--- config.mk ---
export PLATFORM = sky130hd
export DESIGN_NAME = cfe_cordic
export DESIGN_NICKNAME = d
export VERILOG_FILES = /design/src/sv/cfe_pkg.sv /design/src/sv/cfe_cordic.sv
export SDC_FILE = /design/constraint.sdc
export NUM_CORES = 2
export LEC_CHECK = 0
export BUFFER_PORTS_ARGS = -buffer_cell sky130_fd_sc_hd__clkbuf_2
export CAP_MARGIN = 10
export CORE_ASPECT_RATIO = 0.8
export CORE_MARGIN = 2
export CORE_UTILIZATION = 46
export CTS_BUF_LIST = sky130_fd_sc_hd__clkbuf_4 sky130_fd_sc_hd__clkbuf_8
export DETAILED_ROUTE_END_ITERATION = 6
export MAX_ROUTING_LAYER = met4
export PLACE_DENSITY = 0.69
export SYNTH_ARGS = -nofsm -noshare
export SYNTH_HDL_FRONTEND = slang
export SYNTH_SLANG_ARGS = --single-unit
--- constraint.sdc ---
create_clock -name clk -period 11.8 [get_ports clk]
set_clock_uncertainty 0.2 [all_clocks]
set_input_delay 1.77 -clock clk [delete_from_list [all_inputs] [get_ports clk]]
set_output_delay 1.77 -clock clk [all_outputs]
set_load 0.01 [all_outputs]
--- src/sv/cfe_pkg.sv ---
// ----------------------------------------------------------------------------
// cfe_pkg: shared types and constants
// Fixed-point constants, CORDIC arctangent table and stage struct.
// ----------------------------------------------------------------------------
package cfe_pkg;

  localparam int unsigned CW = 22;   // CORDIC datapath width (signed)
  localparam int unsigned AW = 20;   // angle width, units of pi/2^17
  localparam int unsigned TAB_LEN = 24;

  // tile edge in pixels; a power of two so the normalization is a shift
  localparam int unsigned TILE_EDGE = 256;
  localparam int unsigned TILE_LOG  = 8;

  localparam logic signed [CW-1:0] ONE_Q16     = CW'(65536);
  localparam logic signed [AW-1:0] HALF_PI_ANG = AW'(65536);
  localparam logic signed [AW-1:0] PI_ANG      = AW'(131072);
  localparam logic [15:0]          INV_GAIN    = 16'd39797;

  localparam logic [2:0] FACE_FRONT = 3'd0;
  localparam logic [2:0] FACE_BACK  = 3'd1;
  localparam logic [2:0] FACE_LEFT  = 3'd2;
  localparam logic [2:0] FACE_RIGHT = 3'd3;
  localparam logic [2:0] FACE_UP    = 3'd4;
  localparam logic [2:0] FACE_DOWN  = 3'd5;

  localparam logic [0:0] CFG_HEIGHT = 1'd0;
  localparam logic [0:0] CFG_ZOOM   = 1'd1;

  function automatic logic [AW-1:0] atan_tab(input int unsigned i);
    logic [AW-1:0] v;
    case (i)
      0: v = AW'(32768);  1: v = AW'(19344); 2: v = AW'(10221); 3: v = AW'(5188);
      4: v = AW'(2604);   5: v = AW'(1303);  6: v = AW'(652);   7: v = AW'(326);
      8: v = AW'(163);    9: v = AW'(81);    10: v = AW'(41);   11: v = AW'(20);
      12: v = AW'(10);    13: v = AW'(5);    14: v = AW'(3);    15: v = AW'(1);
      16: v = AW'(1);
      default: v = '0;
    endcase
    return v;
  endfunction

  // one vectoring CORDIC lane
  typedef struct packed {
    logic                 zero;  // pass input was the zero vector
    logic signed [CW-1:0] x;
    logic signed [CW-1:0] y;
    logic signed [AW-1:0] ang;
  } cord_t;

endpackage

--- src/sv/cfe_cordic.sv ---
// ----------------------------------------------------------------------------
// cfe_cordic: pipelined vectoring CORDIC
// One register stage per iteration, stall-aware, carries a side payload.
// ----------------------------------------------------------------------------
module cfe_cordic import cfe_pkg::*; #(
  parameter int unsigned STEPS = 18,
  parameter int unsigned SW    = 8
) (
  input  logic                 clk,
  input  logic                 rst_n,
  input  logic                 adv,
  input  logic                 in_valid,
  input  logic signed [CW-1:0] in_x,
  input  logic signed [CW-1:0] in_y,
  input  logic [SW-1:0]        in_side,
  output logic                 out_valid,
  output logic signed [CW-1:0] out_mag,
  output logic signed [AW-1:0] out_ang,
  output logic [SW-1:0]        out_side
);

  cord_t         st_r   [STEPS+1];
  logic [SW-1:0] side_r [STEPS+1];
  logic          vld_r  [STEPS+1];
  cord_t         pre;

  // quadrant pre-rotation for x < 0
  always_comb begin
    pre.zero = (in_x == '0) && (in_y == '0);
    pre.x    = in_x;
    pre.y    = in_y;
    pre.ang  = '0;
    if (in_x < 0) begin
      if (in_y >= 0) begin
        pre.x = in_y; pre.y = -in_x; pre.ang = HALF_PI_ANG;
      end else begin
        pre.x = -in_y; pre.y = in_x; pre.ang = -HALF_PI_ANG;
      end
    end
  end

  always_ff @(posedge clk) begin
    if (!rst_n) vld_r[0] <= 1'b0;
    else if (adv) vld_r[0] <= in_valid;
    if (adv) begin
      st_r[0]   <= pre;
      side_r[0] <= in_side;
    end
  end

  for (genvar i = 0; i < STEPS; i++) begin : g_it
    cord_t nx;
    always_comb begin
      nx = st_r[i];
      if (st_r[i].y >= 0) begin
        nx.x   = st_r[i].x + (st_r[i].y >>> i);
        nx.y   = st_r[i].y - (st_r[i].x >>> i);
        nx.ang = st_r[i].ang + atan_tab(i);
      end else begin
        nx.x   = st_r[i].x - (st_r[i].y >>> i);
        nx.y   = st_r[i].y + (st_r[i].x >>> i);
        nx.ang = st_r[i].ang - atan_tab(i);
      end
    end
    always_ff @(posedge clk) begin
      if (!rst_n) vld_r[i+1] <= 1'b0;
      else if (adv) vld_r[i+1] <= vld_r[i];
      if (adv) begin
        st_r[i+1]   <= nx;
        side_r[i+1] <= side_r[i];
      end
    end
  end

  assign out_valid = vld_r[STEPS];
  assign out_mag   = st_r[STEPS].zero ? '0 : st_r[STEPS].x;
  assign out_ang   = st_r[STEPS].zero ? '0 : st_r[STEPS].ang;
  assign out_side  = side_r[STEPS];

endmodule

==> summary.txt <==
Status -> finished clean
Wire per inst -> 17.94 um
Gate Count Post-Synth -> 9411
Relative slew slack -> 25.02%
Final period util -> 40.50%
Worst-path maximum fanout -> 52
H-tree levels -> 4
Die Y -> 410.9 um
Critical Path RT -> 12.31 ns
Initial antenna violation count -> 4
Avg Vias per Cell -> 5.633
Global Route Usage Sum -> 21.63%
Layout area overhead -> 9.037%
Starting Density -> 46.21%
Port buffer count -> 106
Post-synthesis register bit count -> 1298
Die X -> 512.6 um
DRC -> 0
Cell variety after synth -> 88
Post-CTS Resized -> 0
Share of cells above drive strength 1 -> 6.007%
Finished Layout Cells -> 12660
Syn Area/Cell -> 10.12 um^2
Total number of vias -> 71300
Hold buffers post-CTS -> 0
Ranking of synthesized cells by instance count -> edfxtp_1, ha_1, xnor2_1
Initial DRC Count -> 5746
DRT Wirelength -> 227000 um
Clk pin slew, worst setup/hold paths -> 0.07 ns
Crit path arrival time -> 5.29 ns
IO Count -> 107
Clock latency on the worst-skew pair -> 0.98 ns
Top cell type's share of synthesized area -> 40.91%
Vias in the first global route -> 67500
Main synth FF type -> edfxtp_1
Area leader, netlist -> edfxtp_1
Sequential area share after synthesis -> 40.93%
Crit path kind -> reg2reg
RePlAce Congestion -> 0.9461
Setup ws final -> 7.021 ns
Post-DP HPWL -> 174300 um
Synth Cell Area -> 95200 um^2
RSZ-0062 raised after global routing -> false
Core area -> 206000 um^2
CTS Buffer Depth -> 4
Number of synthesized flops with an enable pin -> 1297
Worst Setup Start Kind -> flip-flop
Rows -> 149
CTS sink count -> 1298
Post-DRT Antenna Nets -> 0
Largest net degree at the start of global routing -> 175
Most area-consuming cells after synthesis -> edfxtp_1, ha_1, xnor2_1
Clk root buf -> clkbuf_8
Slew of the pin with the lowest slew margin -> 1.116 ns
WHS -> 0.1831 ns
Setup WS pre-CTS -> 6.747 ns
Final Setup Violations -> 0
Count leader, synth -> edfxtp_1
First-pass GRT wire length -> 362000 um
Yosys warns -> 0
DR pass1 iterations -> 6
Max-slew violation total from the final report -> 0
Share of synthesized registers carrying an async set or reset -> 0%
Hold Crit Class -> reg2reg
Setup TNS -> 0 ns
Postcts setup bufs -> 0
Worst Setup End Kind -> flip-flop
Post-Place Cells -> 12260
Final Hold Fails -> 0
Layout Nets -> 10910
GRT overflow -> 0
Num CTS Buffers -> 225
Max-cap viol count -> 0
Minimum clock period -> 4.779 ns
Die ar. -> 210600 um^2
Maximum clock frequency -> 209.3 MHz
TritonCTS clock tree -> yes
[layout by cell type (no fill, tap or decap), types with 56 or more instances in the layout]
cell / netlist / final
a211oi_1: 76 / 76
a21o_1: 221 / 221
a21oi_1: 720 / 720
a31oi_1: 74 / 74
and3_1: 81 / 81
clkbuf_2: 0 / 105
clkbuf_8: 0 / 231
clkinv_1: 4 / 67
conb_1: 1 / 134
edfxtp_1: 1297 / 1297
ha_1: 1041 / 1041
inv_1: 528 / 528
nand2_1: 640 / 640
nand2b_1: 140 / 140
nand3_1: 178 / 178
nor2_1: 695 / 695
nor2b_1: 185 / 185
nor3_1: 226 / 226
nor4_1: 75 / 75
o211ai_1: 61 / 61
o21a_1: 149 / 149
o21ai_0: 554 / 554
o21bai_1: 56 / 56
o31ai_1: 115 / 115
or3_1: 118 / 118
xnor2_1: 831 / 831
xor2_1: 409 / 409
[final timing paths]
| kind | from | end | slack [ns] | depth (start not counted) |
|---|---|---|---|---|
| hold reg to reg | st_r[3][64] | st_r[4][64] | 0.18 | 0 |
| setup / recovery | st_r[3][41] | st_r[4][41] | 7.02 | 13 |
| setup reg to reg | st_r[3][41] | st_r[4][41] | 7.02 | 13 |
| hold / removal | st_r[3][64] | st_r[4][64] | 0.18 | 0 |
[routing by layer]
| layer | vias to the layer above | routed length, um | track usage, % |
|---|---|---|---|
| met4 | 0 | 5606 | 5.766 |
| li1 | 35320 | - | - |
| met3 | 332 | 14420 | 3.274 |
| met5 | - | 0 | - |
| met2 | 1942 | 96430 | 32.09 |
| met1 | 33710 | 110600 | 30.77 |
[cell families (layout without fill, tap and decap cells)]
kind of cell,Yosys count,after routing,share of synthesized area (%)
flops,1298,1298,40.93
xor+xnor,1240,1240,11.41
buf+inv,679,1073,2.684
other cells,1,135,0.003939
compound gates,2436,2436,16.32
simple gates,2639,2639,13.61
fa+ha+maj,1093,1093,14.77
mux,25,25,0.2668
[critical path: stages (launching register included)]
cell       delay, ns
edfxtp_1        0.33
buf_4           0.49
inv_1           0.43
nor2_1          0.23
xnor2_1         0.14
ha_1            0.29
o21a_1          0.13
o21ai_0         0.29
a31oi_1         0.22
a2111oi_0       0.94
o211ai_1        0.26
a31o_2          0.29
a21oi_1         0.17
xnor2_1         0.08
[through the flow]
step	area [um^2]	utilization, %
global placement	99400	48.25
global route	103800	50.39
floorplan	95690	-
detailed placement	99400	48.25
CTS	103800	50.39
finish	103800	50.39
[state kept, by name, indices dropped and copies added, names as in the netlist]
name and flops:
side_r 152, vld_r 19, st_r 1127
[layout make-up]
class / count / area (um^2)
timing repair buffer: 141 / 858.3
multi-input combinational: 7567 / 54170
tap: 2718 / 3401
fill: 18490 / 102200
clock inverter: 118 / 838.3
inverter: 532 / 1997
sequential: 1298 / 38970
antenna: 1 / 2.502
clock buffer: 282 / 3562
Power is not shown: default switching activity piles up to over one toggle a cycle in this logic, so the estimate is an artifact.
